<file path="config.mk">
export PLATFORM = sky130hd
export DESIGN_NAME = sacf_cell
export DESIGN_NICKNAME = d
export VERILOG_FILES = /design/src/hdl/sacf_pkg.sv /design/src/hdl/sacf_cell.sv
export SDC_FILE = /design/constraint.sdc
export NUM_CORES = 2
export LEC_CHECK = 0
export BUFFER_PORTS_ARGS = -buffer_cell sky130_fd_sc_hd__clkbuf_2
export CAP_MARGIN = 20
export CORE_MARGIN = 4
export CORE_UTILIZATION = 35
export DETAILED_ROUTE_END_ITERATION = 7
export HOLD_SLACK_MARGIN = 0.15
export PLACE_DENSITY_LB_ADDON = 0.05
export SYNTH_ARGS = -nofsm -noshare
export SYNTH_HDL_FRONTEND = slang
export SYNTH_SLANG_ARGS = --single-unit
</file>
<file path="constraint.sdc">
create_clock -name clock -period 8.5 [get_ports clock]
set_input_delay 0 -clock clock [delete_from_list [all_inputs] [get_ports clock]]
set_output_delay 0 -clock clock [all_outputs]
set_load 0.02 [all_outputs]
</file>
<file path="src/hdl/sacf_pkg.sv">
// Shared types and constants of the sample autocorrelation block.
package sacf_pkg;

   // Accumulator and ratio widths
   localparam int ACC_W = 64;
   localparam int Q_W = 17;
   localparam int DIV_STEPS = 16;
   localparam int DRAIN_CYC = 5;

   localparam logic [15:0] ONE_Q14 = 16'd16384;

   // Error codes on the result word
   localparam logic [1:0] ERR_NONE = 2'd0;
   localparam logic [1:0] ERR_LAG = 2'd1;
   localparam logic [1:0] ERR_OVF = 2'd2;

   typedef enum logic [2:0] {
      ST_LOAD,
      ST_STREAM,
      ST_DRAIN,
      ST_DEN,
      ST_DIV_GO,
      ST_DIV_WAIT,
      ST_EMIT,
      ST_FAULT
   } state_type;

   // Control of the lag cells
   typedef struct packed {
      logic clear;
      logic shift;
   } cell_ctl_type;

endpackage

</file>
<file path="src/hdl/sacf_cell.sv">
// One lag cell: delay tap, product register and lag accumulator.
module sacf_cell #(
   parameter int DW = 28
) (
   input  logic                        clock,
   input  logic                        reset,
   input  sacf_pkg::cell_ctl_type      ctl,
   input  logic signed [DW-1:0]        head_d,
   input  logic                        head_v,
   input  logic signed [DW-1:0]        tap_d_i,
   input  logic                        tap_v_i,
   output logic signed [DW-1:0]        tap_d_o,
   output logic                        tap_v_o,
   input  logic [sacf_pkg::ACC_W-1:0]  acc_i,
   output logic [sacf_pkg::ACC_W-1:0]  acc_o
);
   import sacf_pkg::*;

   logic signed [2*DW-1:0] prod_ff;
   logic                   prod_v_ff;
   logic [ACC_W-1:0]       acc_ff;
   logic [ACC_W-1:0]       prod_ext;

   assign prod_ext = ACC_W'(prod_ff);

   // tap delay and multiply
   always_ff @(posedge clock) begin
      if (reset || ctl.clear) begin
         tap_v_o   <= 1'b0;
         prod_v_ff <= 1'b0;
      end else begin
         tap_v_o   <= tap_v_i;
         prod_v_ff <= head_v & tap_v_i;
      end
      tap_d_o <= tap_d_i;
      prod_ff <= head_d * tap_d_i;
   end

   // accumulate, or hand down towards lag 0
   always_ff @(posedge clock) begin
      if (ctl.clear) begin
         acc_ff <= '0;
      end else if (ctl.shift) begin
         acc_ff <= acc_i;
      end else if (prod_v_ff) begin
         acc_ff <= acc_ff + prod_ext;
      end
   end

   assign acc_o = acc_ff;
endmodule

</file>
==> results.json <==
{
  "status": "finished, final reports clean",
  "crit_path_start_kind": "input port",
  "design.portCount": 219,
  "drt-pass1-iter-count": 5,
  "cts_post_setup_buffers_inserted": 0,
  "postSynthAreaPerCell_um2": 9.06,
  "grt_start_max_net_pins": 72,
  "timing.final.setup_violations": 0,
  "syn-instance-count": 4058,
  "clk_transition_reported_paths_ns": 0.07,
  "htree_levels": 4,
  "timing.final.crit_share": 0.912,
  "gpl.final_weighted_congestion": 0.865,
  "drc": 0,
  "slew_of_the_pin_with_the_lowest_slew_margin_ns": 0.999,
  "clock_path_buffers": 2,
  "maxCapViolations": 0,
  "root_buffer": "clkbuf_16",
  "synth_compound_area_frac": 0.0855,
  "rows": 118,
  "mappedNetlistArea_um2": 36800,
  "wire_length_of_the_first_global_routing_pass_mm": 188,
  "headroom_to_the_max_slew_limit": 0.334,
  "worst_ep_arrival_time_ns": 8.16,
  "dpl.hpwl_mm": 99.1,
  "muxShareOfSynthArea": 0.00385,
  "endpoint_kind": "register",
  "synth_cell_type_count": 75,
  "drtIter0Drc": 1475,
  "drive_above_1_share": 0.0791,
  "vias": 27500,
  "tritoncts": "built",
  "synth_fa_ha_area_frac": 0.533,
  "timing_hold_violations_final": 0,
  "layout.filler_cells": 10700,
  "fin_nets": 5460,
  "drt-wirelength-per-cell_um": 21.6,
  "globalRouteTotalUtil": 0.224,
  "grt_setup_unrepaired": "false",
  "port_buffers": 218,
  "synthXorXnorAreaFrac": 0.0279,
  "mostFrequentLayoutCells": "inv_1, fa_1, nand2_1, and2_1, ha_1",
  "syn-num-nets": 5256,
  "vertical_die_dimension_um": 332,
  "ys_warn_count": 0,
  "initial_utilization": 0.354,
  "postSynthRegisterBits": 150,
  "core-area_um2": 104000,
  "detail_route.vias_per_cell": 4.86,
  "synth_async_sr_flop_share": 0,
  "synthToLayoutAreaGrowth_pct": 11.8,
  "setup.worst_path.class": "in -> reg",
  "timing.clock.skew_ns": 0.0198,
  "synth_top_family_by_area": "adder cells",
  "final.setup.tns_ns": 0,
  "full_die_area_um2": 110000,
  "dominantRegCellSynth": "dfxtp_1",
  "post-route-min-period_ns": 7.75,
  "tritoncts_num_sinks": 150,
  "insertion_delay_ns": 0.49,
  "post_synth_and_or_nand_nor_area_fraction": 0.158,
  "maxSlewViolCount": 0,
  "fmax_mhz": 129,
  "class_of_the_worst_hold_path": "in -> reg",
  "final_common_cell": "inv_1",
  "grt_overflow": 0,
  "count_of_flip_flops_with_a_built_in_enable_after_synthesis": 0,
  "cts_buffers": 17,
  "chip_width_um": 332,
  "grt_pass1_vias": 29700,
  "worstPathMaxFanout": 17,
  "ant_nets": 0,
  "antenna_found_initial": 3,
  "synth_seq_area_share": 0.0817,
  "required_ns": 8.91,
  "drt_wl_total_mm": 122
}
-- layout make-up --
cell class | count | area (um2) | area share
flip-flops and latches | 150 | 3000 | 0.0731
clock inverters | 10 | 109 | 0.00265
multi-input cells | 2837 | 29700 | 0.724
well taps | 1380 | 1730 | 0.0420
diodes | 7 | 17.5 | 0.000426
repair buffers | 402 | 2820 | 0.0686
inverters | 854 | 3210 | 0.0780
clock buffers | 22 | 474 | 0.0115
-- through the flow --
stage / hold WS [ns] / utilization / setup slack, ns / std cells / cell area [um2]
after floorplan: 0.0277 / - / 1.15 / 4058 / 36800
after global placement: 0.174 / 0.378 / 0.773 / 5505 / 39300
after detailed placement: 0.176 / 0.378 / 0.659 / 5505 / 39300
after CTS: 0.151 / 0.395 / 0.741 / 5655 / 41100
after global routing: 0.192 / 0.395 / 0.431 / 5655 / 41100
final: 0.174 / 0.395 / 0.745 / 5662 / 41100
-- cells in the mapped netlist (4+ instances only) --
library cell | instances | share of area
inv_1 | 853 | 0.087
fa_1 | 824 | 0.45
nand2_1 | 434 | 0.044
and2_1 | 422 | 0.072
ha_1 | 248 | 0.084
clkbuf_1 | 213 | 0.022
a21oi_1 | 182 | 0.025
dfxtp_1 | 150 | 0.082
nor2_1 | 114 | 0.012
xnor2_1 | 80 | 0.019
a21o_1 | 61 | 0.012
o21ai_0 | 48 | 0.0065
xor2_1 | 37 | 0.0088
nor2b_1 | 34 | 0.0058
nor3_1 | 32 | 0.0044
nand3_1 | 26 | 0.0035
o21bai_1 | 24 | 0.0049
a221oi_1 | 23 | 0.0055
nand4_1 | 17 | 0.0029
nand2b_1 | 16 | 0.0027
nor3b_1 | 15 | 0.0031
o21ai_1 | 15 | 0.0020
a211oi_1 | 14 | 0.0029
a31oi_1 | 14 | 0.0024
mux2i_1 | 13 | 0.0035
o21a_1 | 13 | 0.0027
and3_1 | 12 | 0.0020
o31ai_1 | 9 | 0.0018
a2111oi_0 | 8 | 0.0019
and4_1 | 6 | 0.0014
o22ai_1 | 6 | 0.0010
a221o_1 | 5 | 0.0014
nor4_1 | 5 | 0.00085
o211ai_1 | 5 | 0.0010
or3_1 | 5 | 0.00085
a21oi_2 | 4 | 0.00095
a31o_2 | 4 | 0.00095
a41oi_1 | 4 | 0.00095
buf_1 | 4 | 0.00041
o2111ai_1 | 4 | 0.00095
or2_2 | 4 | 0.00068
-- registers in the layout (all words and copies together), names as in the netlist --
name	count
acc_o	64
prod_v_ff	1
tap_v_o	1
prod_ff	56
tap_d_o	28
-- layer usage --
| metal | up-vias | global-route usage | wire length, um |
|---|---|---|---|
| met3 | 68 | 0.0310 | 5670 |
| met5 | - | 0 | 0 |
| met2 | 554 | 0.365 | 57000 |
| li1 | 12700 | - | - |
| met4 | 0 | 0.0325 | 1320 |
| met1 | 14200 | 0.325 | 58300 |
-- kinds of logic after synthesis --
logic type	Yosys count
AND/OR/NAND/NOR	1152
adder cells (fa/ha/maj)	1072
AO/OA/AOI/OAI	482
flip-flops	150
multiplexers	14
buffers and inverters	1071
XOR/XNOR	117
-- worst paths after layout --
kind | start | end | slack (ns) | cells after the start
setup / recovery | tap_d_i[9] | prod_ff[48]$_DFF_P_ | 0.75 | 25
hold / removal | ctl[1] | acc_o[19]$_SDFFE_PP0P_ | 0.17 | 3
setup reg to reg | acc_o[0]$_SDFFE_PP0P_ | acc_o[38]$_SDFFE_PP0P_ | 4.23 | 13
hold reg to reg | acc_o[5]$_SDFFE_PP0P_ | acc_o[5]$_SDFFE_PP0P_ | 0.60 | 2
-- critical path, stage by stage --
cell and delay, ns:
dlygate4sd3_1 0.53, clkbuf_2 0.49, buf_4 0.35, and2_1 0.17, fa_1 0.40, inv_1 0.08, fa_1 0.44, fa_1 0.54
inv_1 0.05, fa_1 0.43, fa_1 0.48, fa_1 0.60, fa_1 0.43, ha_1 0.32, ha_1 0.43, nand4_1 0.16
a2111oi_0 0.61, nor4_1 0.13, buf_4 0.19, nor4_1 0.44, o32a_1 0.33, a21o_1 0.16, a21oi_2 0.07, o21ai_1 0.16
xor2_1 0.15
-- what timing repair did --
action,CTS,global route
gates resized for setup,0,0
hold buffers,118,0
hold endpoints to repair,81,0
Power is not shown: default switching activity piles up to over one toggle a cycle in this logic, so the estimate is an artifact.
