File: config.mk
export PLATFORM = sky130hd
export DESIGN_NAME = sacf_div
export DESIGN_NICKNAME = d
export VERILOG_FILES = /design/src/hdl/sacf_pkg.sv /design/src/hdl/sacf_div.sv
export SDC_FILE = /design/constraint.sdc
export NUM_CORES = 1
export LEC_CHECK = 0
export BUFFER_PORTS_ARGS = -buffer_cell sky130_fd_sc_hd__buf_2
export CAP_MARGIN = 20
export CORE_ASPECT_RATIO = 0.5
export CORE_MARGIN = 2
export CORE_UTILIZATION = 35
export CTS_CLUSTER_DIAMETER = 50
export DETAILED_ROUTE_END_ITERATION = 8
export GPL_ROUTABILITY_DRIVEN = 1
export MAX_ROUTING_LAYER = met4
export SYNTH_ARGS = -nofsm -noshare
export SYNTH_HDL_FRONTEND = slang
export SYNTH_SLANG_ARGS = --single-unit
File: constraint.sdc
create_clock -name clock -period 4.5 [get_ports clock]
set_clock_uncertainty 0.05 [all_clocks]
set_input_delay 0.9 -clock clock [delete_from_list [all_inputs] [get_ports clock]]
set_output_delay 0.9 -clock clock [all_outputs]
set_load 0.02 [all_outputs]
File: src/hdl/sacf_pkg.sv
// Shared types and constants of the sample autocorrelation block.
package sacf_pkg;

   // Accumulator and ratio widths
   localparam int ACC_W = 64;
   localparam int Q_W = 17;
   localparam int DIV_STEPS = 16;
   localparam int DRAIN_CYC = 5;

   localparam logic [15:0] ONE_Q14 = 16'd16384;

   // Error codes on the result word
   localparam logic [1:0] ERR_NONE = 2'd0;
   localparam logic [1:0] ERR_LAG = 2'd1;
   localparam logic [1:0] ERR_OVF = 2'd2;

   typedef enum logic [2:0] {
      ST_LOAD,
      ST_STREAM,
      ST_DRAIN,
      ST_DEN,
      ST_DIV_GO,
      ST_DIV_WAIT,
      ST_EMIT,
      ST_FAULT
   } state_type;

   // Control of the lag cells
   typedef struct packed {
      logic clear;
      logic shift;
   } cell_ctl_type;

endpackage

File: src/hdl/sacf_div.sv
// Iterative restoring divider giving a rounded Q2.14 ratio.
module sacf_div (
   input  logic                       clock,
   input  logic                       reset,
   input  logic                       start,
   input  logic [sacf_pkg::ACC_W-1:0] num,
   input  logic [sacf_pkg::ACC_W-1:0] den,
   output logic                       done,
   output logic [15:0]                value
);
   import sacf_pkg::*;

   logic                      run_ff;
   logic [4:0]                cnt_ff;
   logic [ACC_W-1:0]          rem_ff;
   logic [ACC_W-1:0]          den_ff;
   logic [Q_W-1:0]            q_ff;
   logic                      neg_ff;
   logic [ACC_W-1:0]          rem_sh;
   logic [Q_W-1:0]            q_sh;
   logic                      take;
   logic [ACC_W-1:0]          rem_in;
   logic [Q_W-1:0]            q_in;
   logic [Q_W:0]              rnd;
   logic [15:0]               mag16;

   // first step compares unshifted, later steps shift one bit in
   always_comb begin
      rem_sh = (cnt_ff == 5'd0) ? rem_ff : {rem_ff[ACC_W-2:0], 1'b0};
      q_sh   = (cnt_ff == 5'd0) ? q_ff : {q_ff[Q_W-2:0], 1'b0};
      take   = rem_sh >= den_ff;
      rem_in = take ? rem_sh - den_ff : rem_sh;
      q_in   = q_sh | Q_W'(take);
   end

   always_ff @(posedge clock) begin
      if (reset) begin
         run_ff <= 1'b0;
         done   <= 1'b0;
      end else begin
         done <= 1'b0;
         if (start) begin
            run_ff <= 1'b1;
         end else if (run_ff && cnt_ff == 5'(DIV_STEPS - 1)) begin
            run_ff <= 1'b0;
            done   <= 1'b1;
         end
      end
      if (start) begin
         neg_ff <= num[ACC_W-1];
         rem_ff <= num[ACC_W-1] ? ACC_W'(0) - num : num;
         den_ff <= den;
         q_ff   <= '0;
         cnt_ff <= '0;
      end else if (run_ff) begin
         rem_ff <= rem_in;
         q_ff   <= q_in;
         cnt_ff <= cnt_ff + 5'd1;
      end
   end

   // round half up on the magnitude, clamp to one, restore sign
   always_comb begin
      rnd   = ({1'b0, q_ff} + (Q_W+1)'(1)) >> 1;
      mag16 = (rnd > (Q_W+1)'(ONE_Q14)) ? ONE_Q14 : rnd[15:0];
      value = neg_ff ? 16'd0 - mag16 : mag16;
   end
endmodule

==> results of run 1 <==
registers in the layout (all words and copies together) (netlist names):
name	cells
den_ff	64
cnt_ff	5
run_ff	1
q_ff	17
neg_ff	1
done	1
rem_ff	64
per-layer routing:
metal | wire length [um] | share of wire | track usage | up-vias
li1 | - | - | - | 6108
met1 | 19410 | 0.45 | 0.2654 | 5866
met2 | 19900 | 0.47 | 0.3452 | 333
met3 | 2333 | 0.055 | 0.04074 | 49
met4 | 1025 | 0.024 | 0.06859 | 0
met5 | 0 | 0 | - | -
final timing paths:
check | start | to | slack, ns | depth (start not counted)
max | q_ff[0] | value[12] | -0.1 | 17
min | q_ff[16] | q_ff[16] | 0.42 | 2
max reg2reg | cnt_ff[1] | rem_ff[61] | 0.08 | 19
min reg2reg | q_ff[16] | q_ff[16] | 0.42 | 2
worst reg2reg max path: cells and delay by family (launching register included):
family / cells / cell delay [ns]
multiplexers: 2 / 0.73
AND/OR/NAND/NOR: 3 / 0.42
buffers and inverters: 6 / 0.80
flip-flops: 1 / 0.34
AO/OA/AOI/OAI: 6 / 1.48
adder cells (fa/ha/maj): 2 / 0.43
cell usage after synthesis (all sizes together), types with 5 or more instances:
master	instances
nand4	34
and2	9
a31oi	18
o21bai	15
o21ai	112
a21boi	7
xnor2	66
ha	70
nor2b	7
nand2b	13
nor4	13
o41ai	13
or3	16
o211ai	11
edfxtp	129
or4	7
o2111ai	5
nand2	176
and4	10
xor2	78
or2	8
a21o	28
a22oi	9
and3	14
inv	98
o22ai	6
nand3	26
o31ai	20
o21a	23
mux2i	43
a21oi	110
buf	25
a221oi	5
nor3	32
dfxtp	24
mux2	64
clkbuf	64
a211oi	11
nor2	65
power by group:
part / internal, mW / switching (mW) / total, mW
clock network: 0.734 / 0.689 / 1.42
logic: 3.43 / 4.13 / 7.56
registers: 2.00 / 0.171 / 2.17
total: 6.16 / 4.99 / 11.1
layout make-up:
type / instances / area share
antenna: 5 / 0.0007292
multi-input combinational: 1192 / 0.5315
timing repair buffer: 298 / 0.1212
sequential: 153 / 0.2550
clock buffer: 18 / 0.02560
clock inverter: 14 / 0.006417
tap: 520 / 0.03792
inverter: 98 / 0.02159
cell usage in the layout (no fill, tap or decap), types with 18 or more instances in the layout:
master     synthesis  final
nand2_1          176    170
buf_2             15    139
nand4_1           31     31
a21oi_1          109     94
ha_4               0     22
clkbuf_16          0     19
mux2_2            64     58
o21ai_0          102     91
nor2_1            64     62
ha_1              70     38
o31ai_1           18     18
a21o_1            28     28
buf_4              4    136
inv_1             98     95
nand3_1           26     22
o21a_1            23     21
xnor2_1           66     64
mux2i_1           43     43
xor2_1            78     78
edfxtp_1         129    129
nor3_1            30     25
cell families (layout without fill, tap and decap cells):
logic type | Yosys count | after routing
AO/OA/AOI/OAI | 425 | 426
XOR/XNOR | 144 | 144
adder cells (fa/ha/maj) | 71 | 71
buffers and inverters | 187 | 428
flip-flops | 153 | 153
multiplexers | 107 | 107
other | 0 | 5
AND/OR/NAND/NOR | 444 | 444
per-stage QoR:
stage / util / worst slack [ns] / instances
after CTS: 0.4370 / -0.1631 / 2279
after floorplan: - / 0.01072 / 1531
final: 0.4556 / -0.09703 / 2298
after global routing: 0.4556 / -0.2441 / 2298
after global placement: 0.4119 / -0.1426 / 2238
after detailed placement: 0.4119 / -0.1776 / 2238
repair_timing:
item | 4_1_cts | 5_1_grt
resized for setup | 72 | 114
hold buffers | 0 | 0
setup endpoints to repair | 42 | 73
pin swaps | 18 | 37
cloned | 1 | 3
buffers inserted | 8 | 10
==> reports/metrics.csv, run 1 <==
stage,metric,value,unit
route,routed wire length,42680,um
route,drt drc,0,
critical_path,CP top delay family,simple AND/OR/NAND/NOR gates,
critical_path,slowest CP cell,dfxtp_4,
run_status,status,"complete, but fails checks",
critical_path,"slowest stage delay, CP",0.36,ns
route,final antenna-violating net count,0,
synthesis,adder-cell share of the synthesized area,0.06660,
power,LEAKAGE,7.040,nW
power,pwr/cell area,649.8,nW/um^2
layout,"Design Area, Final",17160,sq um
floorplan,Die W,281.2,um
route,drt via density,5.377,
synthesis,cells after synthesis,1531,
synthesis,Synth area leaders,"edfxtp_1 (29%), ha_1 (6.5%), mux2_2 (5.4%)",
synthesis,asr flop ratio synth,0,
layout,multi-input logic area,9120,sq um
timing,Slew @ Worst Pin,1.001,ns
critical_path,crit-path cells,"buf_6, and4_4, and3_4, nor4_4, nand2_2, or3_4, nand2b_4, a221o_1, inv_2, nand2_2, ha_4, inv_4, nor3b_4, a311oi_1, o21a_1, a31o_4, buf_6",
synthesis,Synth Area per Inst,8.785,sq um
synthesis,post-synthesis xor/xnor area fraction,0.09377,
synthesis,Post-Syn Area,13450,sq um
critical_path,Crit path arrival time,3.65,ns
critical_path,crit-path max FO,6,
cts,# clock sinks,153,
timing,final cycle utilization of the critical path,1.022,
synthesis,post-synthesis sequential area ratio,0.3237,
synthesis,multiplexer share of the synthesized area,0.08558,
timing,sum of negative setup slack,-0.1877,ns
floorplan,# rows,50,
synthesis,Most used DFF post-synth,edfxtp_1,
global_routing,initial antenna violation count,5,
layout,P&R area growth vs syn,27.56,%
timing,setup ws final,-0.09703,ns
route,Detailed Routing Iterations Pass 1,5,
global_routing,vias in the first global route,11730,
timing,count of final hold-check violations,0,
floorplan,Top Ports,148,
run_status,failing checks,negative setup slack,
cts,Max clock buf depth,2,
timing,hold slack,0.4248,ns
synthesis,"EDFF count, synth",129,
synthesis,syn nets,1733,
synthesis,Synth area leader,edfxtp_1,
min_path,Hold Crit Class,flip-flop to flip-flop,
placement,IO Port Bufs,147,
cts,CTS tree,done,
placement,gpl congestion,0.9622,
floorplan,Core ar.,37660,sq um
cts,worst skew pair latency,0.47,ns
power,peak supply drop,0.0003132,V
global_routing,first-pass GRT wire length,63750,um
power,Pwr Total,11.15,mW
layout,fraction of layout cells with a size suffix above 1,0.3080,
route,wire per inst,18.57,um
floorplan,initial cell density of the core,0.3571,
global_routing,All-Layer GR Usage,0.2117,
floorplan,Die Ht,142.6,um
synthesis,Yosys top cell area share,0.2880,
cts,CTS Buf Count,17,
timing,max_slew headroom,0.3313,
cts,H-tree depth,4,
route,initial DRC count,848,
critical_path,Crit Path Category,flip-flop to output pin,
critical_path,CP required,3.55,ns
timing,crit path time final,4.597,ns
synthesis,main combinational cell family by area after synthesis,compound AO/OA/AOI/OAI gates,
synthesis,Yosys Warn Count,0,
timing,endpoints failing setup,5,
global_routing,largest net degree at the start of global routing,53,
global_routing,global route total overflow,0,
route,via count,12356,
timing,FMAX,0.2175,GHz
timing,RSZ-0062 raised after global routing,true,
synthesis,complex-gate fraction of the synthesized area,0.2036,
synthesis,synth unique cells,87,
layout,Layout fillers,3664,
cts,"CTS clk-pin slew, worst paths",0.07,ns
synthesis,Yosys reg bits,153,
layout,area occupied by registers,4375,sq um
cts,CTS root buffer,clkbuf_16,
critical_path,CP startpoint kind,flip-flop,
placement,"Cell Area, Placed",15510,sq um
layout,final net count,1962,
synthesis,simple-gate share of the synthesized area,0.1709,
critical_path,Critical Path Sink Type,output pin,
floorplan,Die Footprint,40110,sq um
critical_path,worst path bufs/invs,4,
run,max cap viols,0,
timing,"Slew Viols, Final",0,
placement,post-DP HPWL,32480,um
No activity file was read; power rests on OpenSTA's default activity.
==> run 2, diff against run 1 <==
--- a/config.mk
+++ b/config.mk
@@ -9,11 +9,12 @@
 export CAP_MARGIN = 20
 export CORE_ASPECT_RATIO = 0.5
 export CORE_MARGIN = 2
-export CORE_UTILIZATION = 35
+export CORE_UTILIZATION = 55
 export CTS_CLUSTER_DIAMETER = 50
 export DETAILED_ROUTE_END_ITERATION = 8
 export GPL_ROUTABILITY_DRIVEN = 1
 export MAX_ROUTING_LAYER = met4
+export PLACE_DENSITY = 0.79
 export SYNTH_ARGS = -nofsm -noshare
 export SYNTH_HDL_FRONTEND = slang
 export SYNTH_SLANG_ARGS = --single-unit
==> constraint.sdc (replaced) <==
create_clock -name clock -period 4.5 [get_ports clock]
set_clock_uncertainty 0.05 [all_clocks]
set_input_delay 0 -clock clock [delete_from_list [all_inputs] [get_ports clock]]
set_output_delay 0 -clock clock [all_outputs]
set_load 0.02 [all_outputs]
==> run 2 against run 1 <==
Compared with the run above:
- the run now ends clean
- core utilization rose by 27 points
- critical path depth increased by 1
- first-iteration DRC count increased by 67%
- clock power about the same
- count of clock-buffer cells in the layout is 6 higher
- flip-flop and latch count unchanged
- power up 0.65%
- sequential share of layout area down 0.47 points
- setup slack improved by 0.11 ns
- non-clock buffer count up 69
==> reports/metrics.csv, run 2 (same netlist as run 1, synthesis figures left out) <==
stage,metric,value,unit,change
timing,final cycle utilization of the critical path,0.9969,,-0.02467
run_status,status,"complete, no violations",,
timing,crit path time final,4.486,ns,-0.1110 ns
global_routing,vias in the first global route,12946,,+10%
layout,Top Registers,"den_ff (64), rem_ff (64), q_ff (17)",,
timing,"Slew Viols, Final",0,,unchanged
floorplan,Die Ht,114.6,um,-20%
timing,RSZ-0062 raised after global routing,true,,
critical_path,CP startpoint kind,flip-flop,,
timing,count of final hold-check violations,0,,unchanged
floorplan,initial cell density of the core,0.5599,,+0.2028
cts,"CTS clk-pin slew, worst paths",0.07,ns,about the same
layout,Final Util,0.7252,,+0.2696
layout,# diodes,0,,-5
power,Internal Pwr Total,6.185,mW,+0.40%
timing,max_slew headroom,0.3106,,-0.02066
cts,Max clock buf depth,2,,unchanged
critical_path,Critical Path Sink Type,flip-flop,,
global_routing,first-pass GRT wire length,66120,um,+3.7%
route,wire per inst,20.69,um,+11%
run,max cap viols,0,,unchanged
critical_path,crit-path max FO,31,,+25
layout,fraction of layout cells with a size suffix above 1,0.2558,,-0.05211
route,initial DRC count,1418,,+67%
layout,final net count,2030,,+3.5%
route,final antenna-violating net count,0,,unchanged
power,Net Sw Frac,0.4488,,+0.001375
critical_path,CP required,4.64,ns,+1.09 ns
route,routed wire length,44620,um,+4.6%
route,drt drc,0,,unchanged
cts,CTS Buf Count,17,,unchanged
timing,FMAX,0.2229,GHz,+2.5%
floorplan,Core ar.,24020,sq um,-36%
layout,highest-count cells in the layout ignoring fill and taps,"nand2_1 (174), buf_2 (146), edfxtp_1 (129)",,
power,Net Switching,5.036,mW,+0.96%
cts,worst skew pair latency,0.47,ns,about the same
critical_path,Crit path arrival time,4.62,ns,+0.97 ns
timing,Slew @ Worst Pin,1.025,ns,+0.02361 ns
layout,P&R area growth vs syn,29.53,%,
layout,"commonest non-fill, non-tap cell in the layout",nand2_1,,
timing,endpoints failing setup,0,,-5
floorplan,Die Footprint,25800,sq um,-36%
power,clock share of power,0.129,,about the same
route,drt via density,6.288,,+17%
floorplan,# rows,40,,-20%
route,via count,13557,,+9.7%
power,peak supply drop,0.0004189,V,+34%
timing,hold slack,0.01196,ns,-0.4128 ns
floorplan,Die W,225.2,um,-20%
min_path,Hold Crit Class,input pin to flip-flop,,
power,LEAKAGE,7.235,nW,+2.8%
cts,H-tree depth,4,,unchanged
power,combinational cell fraction of total power,0.675,,-0.003
cts,CTS tree,done,,
cts,# clock sinks,153,,unchanged
global_routing,All-Layer GR Usage,0.3371,,+0.1254
route,Detailed Routing Iterations Pass 1,6,,+1
power,pwr/cell area,644.1,nW/um^2,-0.87%
floorplan,Top Ports,148,,unchanged
power,sequential power share,0.195,,about the same
cts,CTS root buffer,clkbuf_16,,
global_routing,initial antenna violation count,0,,-5
global_routing,largest net degree at the start of global routing,79,,+49%
global_routing,global route total overflow,0,,unchanged
placement,IO Port Bufs,147,,unchanged
placement,gpl congestion,0.9979,,+3.7%
placement,post-DP HPWL,29920,um,-7.9%
critical_path,Crit Path Category,flip-flop to flip-flop,,
[run 2: cell count changes in the layout (fill, tap and decap cells not counted), moves of 5 or more]
cell / change
dlygate4sd3_1: +108
a21oi_1: +6
a21oi_2: -6
ha_1: +6
buf_6: -10
buf_4: -35
inv_6: -6
diode_2: -5
buf_2: +7
[run 2: final timing paths]
path,endpoint,cells past startpoint,start,slack [ns]
max reg2reg,rem_ff[6],18,cnt_ff[1],0.01
min reg2reg,q_ff[16],2,q_ff[16],0.43
max,rem_ff[6],18,cnt_ff[1],0.01
min,rem_ff[60],4,num[60],0.01
[run 2: power by group through the flow]
stage | Sequential [mW] | Combinational [mW] | Clock, mW
floorplan | 2.11 | 4.47 | 0
global placement | 2.18 | 6.40 | 0
detailed placement | 2.20 | 6.52 | 0
CTS | 2.17 | 6.68 | 1.44
global route | 2.22 | 8.12 | 1.51
finish | 2.19 | 7.58 | 1.45
[run 2: repair_timing]
item                                    in CTS  in global routing
endpoints found under the setup margin      40                 69
buffers inserted                             1                 10
endpoints found under the hold margin      110                  0
resized for setup                            9                112
hold buffers                               108                  0
gates cloned                                 1                  4
pin swaps                                    1                 19
[run 2: worst max-delay path, stage by stage, from the launching register on]
cell	delay, ns
dfxtp_2	0.34
inv_1	0.06
ha_1	0.14
nor4b_4	0.21
buf_6	0.25
buf_16	0.19
mux2_2	0.39
ha_4	0.26
a21oi_1	0.26
o21ai_1	0.17
o21ba_4	0.29
o21a_1	0.14
o211ai_1	0.10
buf_4	0.17
o21a_4	0.21
o21a_4	0.24
buf_12	0.17
o21ai_0	0.36
mux2i_1	0.17
[run 2: layout make-up]
| class | instances | area (sq um) |
|---|---|---|
| timing repair buffer | 367 | 2810 |
| inverter | 98 | 367.9 |
| multi-input combinational | 1191 | 8920 |
| clock buffer | 24 | 501.7 |
| fill | 1765 | 6601 |
| sequential | 153 | 4360 |
| clock inverter | 8 | 67.56 |
| tap | 315 | 394.1 |
[run 2: stage by stage]
stage | power (mW) | instance area [sq um] | setup TNS (ns) | setup slack (ns) | instances
5_1_grt | 11.85 | 17420 | -0.5698 | -0.2144 | 2156
4_1_cts | 10.30 | 16720 | 0 | 0.002032 | 2142
3_3_place_gp | 8.584 | 14990 | -0.01318 | -0.01318 | 2000
6_report | 11.22 | 17420 | 0 | 0.01398 | 2156
3_5_place_dp | 8.716 | 14990 | -0.5038 | -0.08088 | 2000
2_1_floorplan | 6.587 | 13460 | 0 | 0.07766 | 1531
[run 2: layer usage]
layer / GRT usage / vias to the layer above / routed length [um]
met5: - / - / 0
met4: 0.1430 / 0 / 2109
met3: 0.05363 / 200 / 3540
met2: 0.5566 / 752 / 21030
met1: 0.4145 / 6397 / 17940
li1: - / 6208 / -
==> run 3, diff against run 2 <==
--- a/config.mk
+++ b/config.mk
@@ -15,6 +15,7 @@
 export GPL_ROUTABILITY_DRIVEN = 1
 export MAX_ROUTING_LAYER = met4
 export PLACE_DENSITY = 0.79
+export SETUP_SLACK_MARGIN = 0.4
 export SYNTH_ARGS = -nofsm -noshare
 export SYNTH_HDL_FRONTEND = slang
 export SYNTH_SLANG_ARGS = --single-unit
==> run 3 against run 2 <==
Compared with the run above:
- the run now ends with negative setup slack left
- non-clock buffer count is 37 higher
- sequential share of layout area is 1.5 points lower
- first-iteration DRC count is 16% higher
- die area stayed put
- critical path depth is 2 higher
- critical path type unchanged
- largest cell class unchanged
- largest power group unchanged
==> reports/metrics.csv, run 3 (same netlist as run 1, synthesis figures left out) <==
stage,metric,value,unit,change
floorplan,Top Ports,148,,unchanged
min_path,Hold Crit Start,num[36],,
critical_path,"reg-to-reg slack, setup",-0.12,ns,-0.14 ns
critical_path,Critical Path Sink Type,flip-flop,,
global_routing,first-pass GRT wire length,71470,um,+8.1%
global_routing,All-Layer GR Usage,0.3656,,+0.02847
layout,highest-count cells in the layout ignoring fill and taps,"nand2_1 (172), buf_2 (145), edfxtp_1 (129)",,
floorplan,Core ar.,24020,sq um,unchanged
timing,Slew @ Worst Pin,1.028,ns,+0.003205 ns
critical_path,R2R Path Start,cnt_ff[1],,
critical_path,crit path launch,cnt_ff[1],,
global_routing,largest net degree at the start of global routing,85,,+7.6%
layout,final net count,2069,,+1.9%
power,pwr/cell area,698.3,nW/um^2,+8.4%
floorplan,Die Footprint,25800,sq um,unchanged
critical_path,Crit Path Category,flip-flop to flip-flop,,
route,Detailed Routing Iterations Pass 1,7,,+1
global_routing,vias in the first global route,13689,,+5.7%
critical_path,crit-path max FO,8,,-74%
placement,gpl congestion,0.9743,,-2.4%
route,initial DRC count,1644,,+16%
timing,endpoints failing setup,7,,+7
timing,count of final hold-check violations,0,,unchanged
critical_path,"slowest stage delay, CP",0.46,ns,+0.07 ns
critical_path,CP top delay family,simple AND/OR/NAND/NOR gates,,
route,drt via density,6.479,,+3.0%
floorplan,Die W,225.2,um,unchanged
timing,crit path time final,4.622,ns,+0.1357 ns
placement,post-DP HPWL,29510,um,-1.4%
layout,P&R area growth vs syn,38.14,%,
placement,"Cell Area, Placed",15040,sq um,+0.33%
layout,# diodes,0,,unchanged
floorplan,Die Ht,114.6,um,unchanged
cts,worst skew pair latency,0.46,ns,about the same
floorplan,initial cell density of the core,0.5599,,unchanged
floorplan,# rows,40,,unchanged
cts,CTS root buffer,clkbuf_16,,
power,Pwr Total,12.97,mW,+16%
route,drt drc,0,,unchanged
timing,final cycle utilization of the critical path,1.027,,+0.03017
cts,Max clock buf depth,2,,unchanged
timing,"Slew Viols, Final",0,,unchanged
run_status,failing checks,negative setup slack,,
power,LEAKAGE,7.650,nW,+5.7%
placement,IO Port Bufs,147,,unchanged
layout,"commonest non-fill, non-tap cell in the layout",nand2_1,,
route,wire per inst,22.02,um,+6.4%
cts,# clock sinks,153,,unchanged
layout,Top Registers,"den_ff (64), rem_ff (64), q_ff (17)",,
timing,max_slew headroom,0.3134,,+0.002751
layout,Layout fillers,1525,,-14%
cts,CTS tree,done,,
route,via count,14221,,+4.9%
cts,"CTS clk-pin slew, worst paths",0.08,ns,about the same
critical_path,Crit path arrival time,4.78,ns,+0.16 ns
timing,RSZ-0062 raised after global routing,true,,
timing,setup ws final,-0.1218,ns,-0.1357 ns
layout,fraction of layout cells with a size suffix above 1,0.3176,,+0.06171
critical_path,CP required,4.65,ns,about the same
cts,CTS Buf Count,17,,unchanged
critical_path,crit-path cells,"inv_2, ha_4, nor4b_4, buf_6, buf_6, buf_12, buf_4, clkbuf_16, mux2_2, ha_1, nand4_1, nor2_4, nand3_2, o211ai_1, o21a_2, o21ai_4, buf_12, buf_8, or4_1, and3_1",,
global_routing,global route total overflow,0,,unchanged
critical_path,CP startpoint kind,flip-flop,,
run_status,status,"complete, but fails checks",,
cts,H-tree depth,4,,unchanged
route,routed wire length,48340,um,+8.3%
global_routing,initial antenna violation count,0,,unchanged
layout,"Design Area, Final",18580,sq um,+6.7%
critical_path,slowest CP cell,or4_1,,
layout,Finished Layout Cells,2195,,+1.8%
min_path,Hold Crit Class,input pin to flip-flop,,
run,max cap viols,0,,unchanged
critical_path,worst path bufs/invs,8,,+3
route,final antenna-violating net count,0,,unchanged
placement,placed cells,1997,,-0.15%
timing,FMAX,0.2164,GHz,-2.9%
power,peak supply drop,0.0004288,V,+2.3%
-- run 3: cell count changes in the layout (fill, tap and decap cells not counted), sizes merged, moves of 2 or more --
| cell | change |
|---|---|
| o21a | +2 |
| dlygate4sd3 | -12 |
| clkbuf | +4 |
| buf | +45 |
-- run 3: cell type report --
| type | instances | area, sq um | area share |
|---|---|---|---|
| clock inverters | 7 | 52.55 | 0.002828 |
| well taps | 315 | 394.1 | 0.02121 |
| multi-input cells | 1193 | 9478 | 0.5101 |
| repair buffers | 404 | 3374 | 0.1816 |
| clock buffers | 25 | 538.0 | 0.02896 |
| flip-flops and latches | 153 | 4375 | 0.2355 |
| inverters | 98 | 367.9 | 0.01980 |
-- run 3: worst register-to-register path: stages (launching register included) --
cell       delay, ns
dfxtp_2         0.33
inv_2           0.06
ha_4            0.12
nor4b_4         0.20
buf_6           0.15
buf_6           0.10
buf_12          0.14
buf_4           0.13
clkbuf_16       0.13
mux2_2          0.35
ha_1            0.32
nand4_1         0.19
nor2_4          0.16
nand3_2         0.15
o211ai_1        0.43
o21a_2          0.34
o21ai_4         0.10
buf_12          0.14
buf_8           0.14
or4_1           0.46
and3_1          0.17
-- run 3: stage by stage --
stage	setup WS, ns	setup TNS [ns]	hold WS, ns	utilization
global placement	-0.1284	-0.1580	0.1257	0.6260
floorplan	0.4015	0	0.01907	-
global route	-0.2332	-4.450	0.00002798	0.7734
finish	-0.1218	-0.3023	0.005855	0.7734
CTS	0.1201	0	0.003267	0.7369
detailed placement	-0.1447	-0.2535	0.1281	0.6260
-- run 3: power breakdown --
group          total [mW]  switching (mW)  internal, mW
Sequential           2.20           0.201          2.00
Clock                1.49           0.657         0.837
Combinational        9.28            4.88          4.39
Total                13.0            5.74          7.23
-- run 3: per-layer routing --
layer	wire [um]	vias to the layer above	track usage	share of wire
met2	22410	885	0.6093	0.46
met1	18480	6744	0.4276	0.38
met5	0	-	-	0
li1	-	6314	-	-
met4	2987	0	0.1876	0.062
met3	4458	278	0.06697	0.092
-- run 3: timing repair --
action | CTS | global route
pin swaps | 13 | 46
hold buffers | 95 | 1
hold endpoints to repair | 96 | 1
buffers inserted | 27 | 26
setup endpoints to repair | 72 | 72
gates resized for setup | 127 | 144
gates cloned | 11 | 6
-- run 3: path summary, 6_finish.rpt --
path,end,cells after the start
worst min-delay path,rem_ff[36],3
worst max register to register,rem_ff[60],20
worst min register to register,q_ff[16],2
worst max-delay path,rem_ff[60],20
